$ cat config.mk
export PLATFORM = sky130hd
export DESIGN_NAME = arp_cache_with_request_retry
export DESIGN_NICKNAME = d
export VERILOG_FILES = /design/src/sv/acwr_pkg.sv /design/src/sv/acwr_cache_cell.sv /design/src/sv/acwr_req_cell.sv /design/src/sv/arp_cache_with_request_retry.sv
export SDC_FILE = /design/constraint.sdc
export NUM_CORES = 1
export LEC_CHECK = 0
export BUFFER_PORTS_ARGS = -buffer_cell sky130_fd_sc_hd__clkbuf_2
export CAP_MARGIN = 10
export CORE_ASPECT_RATIO = 0.75
export CORE_MARGIN = 2
export CORE_UTILIZATION = 50
export CTS_BUF_LIST = sky130_fd_sc_hd__clkbuf_16
export CTS_CLUSTER_SIZE = 28
export DETAILED_ROUTE_END_ITERATION = 8
export PLACE_DENSITY = 0.78
export SLEW_MARGIN = 10
export SYNTH_ARGS = -nofsm -noshare
export SYNTH_HDL_FRONTEND = slang
export SYNTH_SLANG_ARGS = --single-unit
$ cat constraint.sdc
create_clock -name clock -period 27.9 [get_ports clock]
set_input_delay 1.395 -clock clock [delete_from_list [all_inputs] [get_ports clock]]
set_output_delay 1.395 -clock clock [all_outputs]
set_load 0.01 [all_outputs]
$ cat src/sv/acwr_pkg.sv
// Shared types and codes for the ARP cache with request retry.
package acwr_pkg;

   typedef enum logic [2:0] {
      ACT_LOOKUP = 3'd0,
      ACT_INSERT = 3'd1,
      ACT_QUEUE  = 3'd2,
      ACT_REMOVE = 3'd3,
      ACT_TICK   = 3'd4,
      ACT_CLEAR  = 3'd5
   } action_type;

   typedef enum logic [1:0] {
      KIND_REPLY     = 2'd0,
      KIND_RESEND    = 2'd1,
      KIND_DROPPED   = 2'd2,
      KIND_TICK_DONE = 2'd3
   } kind_type;

   localparam logic [1:0] CSR_ENTRY_TIMEOUT = 2'd0;
   localparam logic [1:0] CSR_MAX_SENDS     = 2'd1;
   localparam logic [1:0] CSR_RESEND_TICKS  = 2'd2;

   typedef enum logic [2:0] {
      ST_IDLE,
      ST_C_SCAN,
      ST_C_WRITE,
      ST_R_SCAN,
      ST_R_WRITE,
      ST_T_CACHE,
      ST_T_REQ,
      ST_REPLY
   } state_type;

   typedef struct packed {
      logic        valid;
      logic [31:0] ip;
      logic [47:0] mac;
      logic [7:0]  age;
   } cache_entry_type;

   typedef struct packed {
      logic        valid;
      logic [31:0] ip;
      logic [1:0]  iface;
      logic [2:0]  sends;
      logic [7:0]  age;
   } req_entry_type;

   typedef struct packed {
      logic shift;
      logic clear;
   } ring_ctrl_type;

endpackage

$ cat src/sv/acwr_cache_cell.sv
// One cache slot of the rotating cache ring.
module acwr_cache_cell (
   input  logic                     clock,
   input  logic                     reset,
   input  acwr_pkg::ring_ctrl_type  ctrl,
   input  acwr_pkg::cache_entry_type d_in,
   output acwr_pkg::cache_entry_type q_out
);
   import acwr_pkg::*;

   logic            valid_ff;
   cache_entry_type data_ff;

   always_ff @(posedge clock) begin
      if (reset) begin
         valid_ff <= 1'b0;
      end else if (ctrl.clear) begin
         valid_ff <= 1'b0;
      end else if (ctrl.shift) begin
         valid_ff <= d_in.valid;
      end
   end

   always_ff @(posedge clock) begin
      if (ctrl.shift) begin
         data_ff <= d_in;
      end
   end

   always_comb begin
      q_out       = data_ff;
      q_out.valid = valid_ff;
   end
endmodule

$ cat src/sv/acwr_req_cell.sv
// One pending-request slot of the rotating request ring.
module acwr_req_cell (
   input  logic                    clock,
   input  logic                    reset,
   input  acwr_pkg::ring_ctrl_type ctrl,
   input  acwr_pkg::req_entry_type d_in,
   output acwr_pkg::req_entry_type q_out
);
   import acwr_pkg::*;

   logic          valid_ff;
   req_entry_type data_ff;

   always_ff @(posedge clock) begin
      if (reset) begin
         valid_ff <= 1'b0;
      end else if (ctrl.clear) begin
         valid_ff <= 1'b0;
      end else if (ctrl.shift) begin
         valid_ff <= d_in.valid;
      end
   end

   always_ff @(posedge clock) begin
      if (ctrl.shift) begin
         data_ff <= d_in;
      end
   end

   always_comb begin
      q_out       = data_ff;
      q_out.valid = valid_ff;
   end
endmodule

$ cat src/sv/arp_cache_with_request_retry.sv
// ARP cache with aging and a pending-request table with retry.
//
// Request channel: start with req_action, req_ip_addr, req_mac_addr and
// req_iface_index; a request is taken when start is high and busy is low.
// Result channel: rsp_valid strobes one cycle per result with rsp_kind, rsp_hit,
// rsp_mac_out, rsp_ip_out, rsp_iface_out, rsp_table_full and rsp_last.
// The receiver cannot stall; every result shows for exactly one cycle.
// Config: csr_valid/csr_ready write channel, csr_index selects the register
// (0 entry timeout, 1 max sends, 2 resend interval), csr_data the value.
// Both tables are cell rings that rotate one slot per cycle in the scan, write
// and tick states; slot k heads its ring when the slot counter reads k, so one
// turn walks the table in slot order. Before its reply, lookup turns the cache;
// insert the requests, then the cache twice; queue the requests twice (not with
// a bad interface); remove the requests; tick the cache, then the requests;
// clear and other actions reply at once. A tick emits its resend/drop results
// during the request turn, one per cycle at most, then the tick-done result.
// busy stays high until the last result is registered. Reset empties both tables
// and loads the register defaults (timeout 30, max sends 5, resend interval 1).
module arp_cache_with_request_retry #(
   parameter int CACHE_ENTRIES   = 16,
   parameter int REQUEST_ENTRIES = 8,
   parameter int IFACE_COUNT     = 4
) (
   input  logic        clock,
   input  logic        reset,
   input  logic        start,
   output logic        busy,
   input  logic [2:0]  req_action,
   input  logic [31:0] req_ip_addr,
   input  logic [47:0] req_mac_addr,
   input  logic [1:0]  req_iface_index,
   output logic        rsp_valid,
   output logic [1:0]  rsp_kind,
   output logic        rsp_hit,
   output logic [47:0] rsp_mac_out,
   output logic [31:0] rsp_ip_out,
   output logic [1:0]  rsp_iface_out,
   output logic        rsp_table_full,
   output logic        rsp_last,
   input  logic        csr_valid,
   output logic        csr_ready,
   input  logic [1:0]  csr_index,
   input  logic [7:0]  csr_data
);
   import acwr_pkg::*;

   localparam int MAXE = (CACHE_ENTRIES > REQUEST_ENTRIES) ? CACHE_ENTRIES : REQUEST_ENTRIES;
   localparam int CW   = $clog2(MAXE);
   localparam int CIW  = $clog2(CACHE_ENTRIES);
   localparam int RIW  = (REQUEST_ENTRIES > 1) ? $clog2(REQUEST_ENTRIES) : 1;

   // configuration registers
   logic [7:0] timeout_ff;
   logic [2:0] max_sends_ff;
   logic [7:0] resend_ff;

   assign csr_ready = 1'b1;

   always_ff @(posedge clock) begin
      if (reset) begin
         timeout_ff   <= 8'd30;
         max_sends_ff <= 3'd5;
         resend_ff    <= 8'd1;
      end else if (csr_valid) begin
         unique case (csr_index)
            CSR_ENTRY_TIMEOUT: timeout_ff   <= csr_data;
            CSR_MAX_SENDS:     max_sends_ff <= csr_data[2:0];
            CSR_RESEND_TICKS:  resend_ff    <= csr_data;
            default: ;
         endcase
      end
   end

   // sequencer state and latched request
   state_type   state_ff, state_in;
   action_type  op_ff;
   logic [31:0] op_ip_ff;
   logic [47:0] op_mac_ff;
   logic [1:0]  op_iface_ff;
   logic        iface_ok_ff;
   logic [CW-1:0] cnt_ff;

   // scan results
   logic           c_match_ff, c_free_ff, r_match_ff, r_free_ff;
   logic [CIW-1:0] c_match_idx_ff, c_free_idx_ff;
   logic [RIW-1:0] r_free_idx_ff;
   logic [47:0]    hit_mac_ff;

   // output registers
   logic        rsp_valid_ff;
   logic [1:0]  rsp_kind_ff;
   logic        rsp_hit_ff, rsp_full_ff, rsp_last_ff;
   logic [47:0] rsp_mac_ff;
   logic [31:0] rsp_ip_ff;
   logic [1:0]  rsp_iface_ff;

   logic accept, iface_ok_in, c_end, r_end;
   ring_ctrl_type c_ctrl, r_ctrl;

   assign busy        = (state_ff != ST_IDLE);
   assign accept      = start && !busy;
   assign iface_ok_in = (32'(req_iface_index) < 32'(IFACE_COUNT));
   assign c_end       = (cnt_ff == CW'(CACHE_ENTRIES - 1));
   assign r_end       = (cnt_ff == CW'(REQUEST_ENTRIES - 1));

   // rings
   cache_entry_type c_q [CACHE_ENTRIES];
   cache_entry_type c_d [CACHE_ENTRIES];
   req_entry_type   r_q [REQUEST_ENTRIES];
   req_entry_type   r_d [REQUEST_ENTRIES];
   cache_entry_type c_tail;
   req_entry_type   r_tail;

   for (genvar gi = 0; gi < CACHE_ENTRIES; gi++) begin : g_cache
      if (gi == CACHE_ENTRIES - 1) begin : g_last
         assign c_d[gi] = c_tail;
      end else begin : g_mid
         assign c_d[gi] = c_q[gi+1];
      end
      acwr_cache_cell u_cell (
         .clock (clock),
         .reset (reset),
         .ctrl  (c_ctrl),
         .d_in  (c_d[gi]),
         .q_out (c_q[gi])
      );
   end

   for (genvar gj = 0; gj < REQUEST_ENTRIES; gj++) begin : g_req
      if (gj == REQUEST_ENTRIES - 1) begin : g_last
         assign r_d[gj] = r_tail;
      end else begin : g_mid
         assign r_d[gj] = r_q[gj+1];
      end
      acwr_req_cell u_cell (
         .clock (clock),
         .reset (reset),
         .ctrl  (r_ctrl),
         .d_in  (r_d[gj]),
         .q_out (r_q[gj])
      );
   end

   // head-of-ring processing
   cache_entry_type c_head;
   req_entry_type   r_head;
   logic            c_hit_head, r_hit_head;
   logic [8:0]      c_age_inc, r_age_inc;
   logic            r_due, r_drop;

   assign c_head     = c_q[0];
   assign r_head     = r_q[0];
   assign c_hit_head = c_head.valid && (c_head.ip == op_ip_ff);
   assign r_hit_head = r_head.valid && (r_head.ip == op_ip_ff);
   assign c_age_inc  = {1'b0, c_head.age} + 9'd1;
   assign r_age_inc  = {1'b0, r_head.age} + 9'd1;
   assign r_due      = r_head.valid && (r_age_inc > {1'b0, resend_ff});
   assign r_drop     = r_head.sends >= max_sends_ff;

   always_comb begin
      c_tail = c_head;
      unique case (state_ff)
         ST_C_WRITE: begin
            if (c_match_ff ? (cnt_ff[CIW-1:0] == c_match_idx_ff)
                           : (c_free_ff && cnt_ff[CIW-1:0] == c_free_idx_ff)) begin
               c_tail.valid = 1'b1;
               c_tail.ip    = op_ip_ff;
               c_tail.mac   = op_mac_ff;
               c_tail.age   = 8'd0;
            end
         end
         ST_T_CACHE: begin
            if (c_head.valid) begin
               c_tail.age = c_age_inc[8] ? 8'hFF : c_age_inc[7:0];
               if (c_age_inc > {1'b0, timeout_ff}) begin
                  c_tail.valid = 1'b0;
               end
            end
         end
         default: ;
      endcase
   end

   always_comb begin
      r_tail = r_head;
      unique case (state_ff)
         ST_R_SCAN: begin
            // drop only the first matching request
            if (op_ff == ACT_REMOVE && r_hit_head && !r_match_ff) begin
               r_tail.valid = 1'b0;
            end
         end
         ST_R_WRITE: begin
            if (!r_match_ff && r_free_ff && cnt_ff[RIW-1:0] == r_free_idx_ff) begin
               r_tail.valid = 1'b1;
               r_tail.ip    = op_ip_ff;
               r_tail.iface = op_iface_ff;
               r_tail.sends = 3'd0;
               r_tail.age   = 8'd0;
            end
         end
         ST_T_REQ: begin
            if (r_head.valid) begin
               r_tail.age = r_age_inc[8] ? 8'hFF : r_age_inc[7:0];
               if (r_due) begin
                  if (r_drop) begin
                     r_tail.valid = 1'b0;
                  end else begin
                     r_tail.age   = 8'd0;
                     r_tail.sends = (r_head.sends == 3'd7) ? 3'd7 : r_head.sends + 3'd1;
                  end
               end
            end
         end
         default: ;
      endcase
   end

   // next state
   always_comb begin
      state_in = state_ff;
      unique case (state_ff)
         ST_IDLE: begin
            if (accept) begin
               priority case (req_action)
                  ACT_LOOKUP: state_in = ST_C_SCAN;
                  ACT_INSERT: state_in = ST_R_SCAN;
                  ACT_QUEUE:  state_in = iface_ok_in ? ST_R_SCAN : ST_REPLY;
                  ACT_REMOVE: state_in = ST_R_SCAN;
                  ACT_TICK:   state_in = ST_T_CACHE;
                  default:    state_in = ST_REPLY;
               endcase
            end
         end
         ST_C_SCAN: begin
            if (c_end) begin
               state_in = (op_ff == ACT_LOOKUP) ? ST_REPLY : ST_C_WRITE;
            end
         end
         ST_C_WRITE: if (c_end) state_in = ST_REPLY;
         ST_R_SCAN: begin
            if (r_end) begin
               priority case (op_ff)
                  ACT_INSERT: state_in = ST_C_SCAN;
                  ACT_QUEUE:  state_in = ST_R_WRITE;
                  default:    state_in = ST_REPLY;
               endcase
            end
         end
         ST_R_WRITE: if (r_end) state_in = ST_REPLY;
         ST_T_CACHE: if (c_end) state_in = ST_T_REQ;
         ST_T_REQ:   if (r_end) state_in = ST_REPLY;
         ST_REPLY:   state_in = ST_IDLE;
         default:    state_in = ST_IDLE;
      endcase
   end

   // ring controls
   always_comb begin
      c_ctrl.shift = (state_ff == ST_C_SCAN) || (state_ff == ST_C_WRITE)
                  || (state_ff == ST_T_CACHE);
      r_ctrl.shift = (state_ff == ST_R_SCAN) || (state_ff == ST_R_WRITE)
                  || (state_ff == ST_T_REQ);
      c_ctrl.clear = accept && (req_action == ACT_CLEAR);
      r_ctrl.clear = accept && (req_action == ACT_CLEAR);
   end

   always_ff @(posedge clock) begin
      if (reset) begin
         state_ff <= ST_IDLE;
         cnt_ff   <= '0;
      end else begin
         state_ff <= state_in;
         // advance the slot counter while a ring turns, restart at each turn
         if ((c_ctrl.shift && c_end) || (r_ctrl.shift && r_end) || !(c_ctrl.shift || r_ctrl.shift))
            cnt_ff <= '0;
         else
            cnt_ff <= cnt_ff + CW'(1);
      end
   end

   // latch request and collect scan results
   always_ff @(posedge clock) begin
      if (accept) begin
         op_ff       <= action_type'(req_action);
         op_ip_ff    <= req_ip_addr;
         op_mac_ff   <= req_mac_addr;
         op_iface_ff <= req_iface_index;
         iface_ok_ff <= iface_ok_in;
         c_match_ff  <= 1'b0;
         c_free_ff   <= 1'b0;
         r_match_ff  <= 1'b0;
         r_free_ff   <= 1'b0;
         hit_mac_ff  <= '0;
      end else if (state_ff == ST_C_SCAN) begin
         if (c_hit_head && !c_match_ff) begin
            c_match_ff     <= 1'b1;
            c_match_idx_ff <= cnt_ff[CIW-1:0];
            hit_mac_ff     <= c_head.mac;
         end
         if (!c_head.valid && !c_free_ff) begin
            c_free_ff     <= 1'b1;
            c_free_idx_ff <= cnt_ff[CIW-1:0];
         end
      end else if (state_ff == ST_R_SCAN) begin
         if (r_hit_head) r_match_ff <= 1'b1;
         if (!r_head.valid && !r_free_ff) begin
            r_free_ff     <= 1'b1;
            r_free_idx_ff <= cnt_ff[RIW-1:0];
         end
      end
   end

   // result register
   always_ff @(posedge clock) begin
      if (reset) begin
         rsp_valid_ff <= 1'b0;
      end else begin
         rsp_valid_ff <= (state_ff == ST_REPLY) || (state_ff == ST_T_REQ && r_due);
      end
   end

   always_ff @(posedge clock) begin
      rsp_kind_ff  <= KIND_REPLY;
      rsp_hit_ff   <= 1'b0;
      rsp_mac_ff   <= '0;
      rsp_ip_ff    <= '0;
      rsp_iface_ff <= '0;
      rsp_full_ff  <= 1'b0;
      rsp_last_ff  <= 1'b0;
      if (state_ff == ST_T_REQ) begin
         rsp_kind_ff  <= r_drop ? KIND_DROPPED : KIND_RESEND;
         rsp_ip_ff    <= r_head.ip;
         rsp_iface_ff <= r_head.iface;
      end else if (state_ff == ST_REPLY) begin
         rsp_last_ff <= (op_ff <= ACT_CLEAR);
         priority case (op_ff)
            ACT_LOOKUP: begin
               rsp_hit_ff <= c_match_ff;
               rsp_mac_ff <= hit_mac_ff;
            end
            ACT_INSERT: begin
               rsp_hit_ff  <= r_match_ff;
               rsp_full_ff <= !c_match_ff && !c_free_ff;
            end
            ACT_QUEUE:  rsp_full_ff <= iface_ok_ff && !r_match_ff && !r_free_ff;
            ACT_TICK:   rsp_kind_ff <= KIND_TICK_DONE;
            default: ;
         endcase
      end
   end

   assign rsp_valid      = rsp_valid_ff;
   assign rsp_kind       = rsp_kind_ff;
   assign rsp_hit        = rsp_hit_ff;
   assign rsp_mac_out    = rsp_mac_ff;
   assign rsp_ip_out     = rsp_ip_ff;
   assign rsp_iface_out  = rsp_iface_ff;
   assign rsp_table_full = rsp_full_ff;
   assign rsp_last       = rsp_last_ff;
endmodule
==> results.txt <==
slew margin rel. = 0.120
crit path cell chain = nor2b_1, a21oi_1, buf_4, inv_8, buf_4, buf_4, buf_4, buf_4
max incr delay on CP = 0.95 ns
critical path type = reg -> reg
H-tree depth = 4
final slew viol count = 0
worst r2r dst = g_cache[1].u_cell.q_out[22]
TritonRoute pass-1 iters = 5
# IOs = 189
Tot GR Track Use = 0.149
clk sink count = 2,054
final setup vio count = 0
Die Width = 422 microns
highest clock rate = 0.154 GHz
Synth Warn # = 0
r2r startpoint = state_ff[0]
hold-fix buffers at CTS = 0
top-area cell type share of the netlist area = 0.852
total negative slack = 0 ns
Final Hold Viols = 0
Synth Register Bits = 2,054
CP required = 28.30 ns
Synth Net Count = 3,081
fin crit share = 0.233
CP max-delay cell = buf_4
unrepaired setup endpoints after global routing = no
DP HPWL = 56,300 microns
leakage power = 25.7 nW
synth cell count leaders = edfxtp_1 (1,864), dfxtp_1 (190), nand2_1 (158)
Worst Hold End = g_cache[1].u_cell.q_out[4]
Final Skew = 0.0579 ns
cell count after synthesis = 2,959
worst-path maximum fanout = 144
hold depth = 0
DIE HEIGHT = 318 microns
min Tclk post-route = 6.49 ns
Finished Layout Cells = 5,196
sequential share of the synthesized area = 0.910
first-pass GRT wire length = 152,000 microns
largest net degree at the start of global routing = 145
maximum clock insertion buffer count = 3
CP Launch Type = flip-flop
CTS Root Cell = clkbuf_16
die area = 0.134 sq mm
total CTS buffers = 175
antenna violations before repair = 8
Worst-Skew Late Latency = 0.79 ns
TritonCTS clock tree = done
# port buffers = 187
Synth area leaders = edfxtp_1 (85%), dfxtp_1 (5.8%), mux2_2 (1.4%)
clk slew on worst S/H paths = 0.07 ns
Antenna Nets Post-Route = 0
fin area = 0.0745 sq mm
crit end category = flip-flop
Critical Path AT = 6.89 ns
GRT overflow = 0
synth unique cells = 63
Syn-to-layout area delta = 13.5%
count leader, synth = edfxtp_1
maxcap violations = 0
Hold Crit Class = reg -> reg
Post-synth EDFFs = 1,864
syn_area_per_cell = 22.2 sq um
Residual DRC = 0
Post-Place Cell Area = 0.0688 sq mm
via density per instance = 5.06
Initial Util = 0.502
DR vias = 26,300
nets = 3,410
worst IR drop on VDD = 0.0000845 V
status = complete, no violations
hold_sp = g_cache[2].u_cell.q_out[4]
dpl cells = 4,865
min setup slack post-route = 21.41 ns
PwrDens = 96.8 mW/mm^2
fraction of layout cells with a size suffix above 1 = 0.163
post-CTS resize count = 0
worst-margin pin slew = 1.31 ns
DRT Wirelength = 101,000 microns
Most used DFF post-synth = edfxtp_1
wire length per cell = 19.5 microns
worst reg2reg setup slack = 21.41 ns
vias in the first global route = 25,700
core outline area = 0.131 sq mm
Async S/R FF share, synth = 0
reg2reg path depth = 8
FP Rows = 115
leading area contributor after synthesis = edfxtp_1
starting DRC count in detailed routing = 2,973
# Post-CTS Setup Buffers = 0
gpl congestion = 0.845
Most common cell on crit path = buf_4
DP Worst Slack = 21.54 ns
synthesized area = 0.0657 sq mm
[critical path: cells and delay by family (launching register included)]
family                 cells  cell delay (ns)
DFF                        1             0.76
buffers and inverters      6             4.45
and+or+nand+nor            1             0.42
AOI/OAI and AO/OA          1             0.09
[placed cells by master, fill, tap and decap left out, types with 66 or more instances in the layout]
master / Yosys / routed
clkbuf_16: 0 / 176
and2_1: 84 / 84
xor2_1: 66 / 66
dfxtp_1: 190 / 190
nand2_1: 158 / 156
nor2_1: 101 / 101
inv_1: 28 / 70
mux2_2: 82 / 82
edfxtp_1: 1864 / 1864
clkbuf_2: 1 / 187
[metal layers]
metal / global-route usage / wire length (microns) / vias up
li1: - / - / 12000
met1: 0.230 / 47800 / 13400
met2: 0.215 / 45100 / 726
met3: 0.0322 / 5790 / 188
met4: 0.0460 / 2510 / 0
met5: 0 / 0 / -
[layout make-up]
cell class,count,area (sq um)
clock inverters,151,1330
repair buffers,216,1170
flip-flops and latches,2054,59800
diodes,3,7.51
well taps,1755,2200
clock buffers,176,4400
inverters,29,116
fillers,9043,56300
multi-input cells,812,5540
[flip-flops by register name, summed over array words and instances (netlist names), 8 cells and up]
name                     count
g_cache.u_cell.q_out      1408
g_cache.u_cell.valid_ff     16
g_req.u_cell.q_out         360
g_req.u_cell.valid_ff        8
hit_mac_ff                  48
op_ip_ff                    32
op_mac_ff                   48
resend_ff                    8
rsp_ip_out                  32
rsp_mac_out                 48
timeout_ff                   8
[kinds of logic (layout without fill, tap and decap cells)]
family,Yosys count,after routing,synth area share
flops,2054,2054,0.910
simple gates,442,442,0.0325
mux,143,143,0.0234
compound gates,112,112,0.0112
buf+inv,93,572,0.00612
xor+xnor,91,91,0.0121
fa+ha+maj,23,23,0.00438
other cells,1,4,0.0000571
[power by group]
group          internal, W  switching (W)
Sequential         0.00419       0.000210
Combinational    0.0000782       0.000345
Clock              0.00130        0.00108
Total              0.00558        0.00164
[how the worst max path moves through the flow]
stage | from | end | slack [ns] | cells after the start
after detailed placement | state_ff[0] | g_cache[1].u_cell.q_out[22] | 21.54 | 8
final | state_ff[0] | g_cache[1].u_cell.q_out[22] | 21.41 | 8
after CTS | state_ff[0] | g_cache[0].u_cell.q_out[18] | 21.51 | 8
after floorplan | state_ff[1] | g_cache[0].u_cell.q_out[0] | 9.42 | 5
after global placement | state_ff[0] | g_cache[0].u_cell.q_out[22] | 21.80 | 8
after global routing | state_ff[0] | g_cache[2].u_cell.q_out[19] | 20.92 | 8
[metrics by stage]
stage          power, W   util  hold WS [ns]
6_report        0.00722  0.570         0.367
5_1_grt         0.00749  0.570         0.383
4_1_cts         0.00729  0.570         0.372
3_3_place_gp    0.00483  0.526         0.400
2_1_floorplan   0.00507      -         0.400
3_5_place_dp    0.00488  0.526         0.405
No activity file was read; power rests on OpenSTA's default activity.
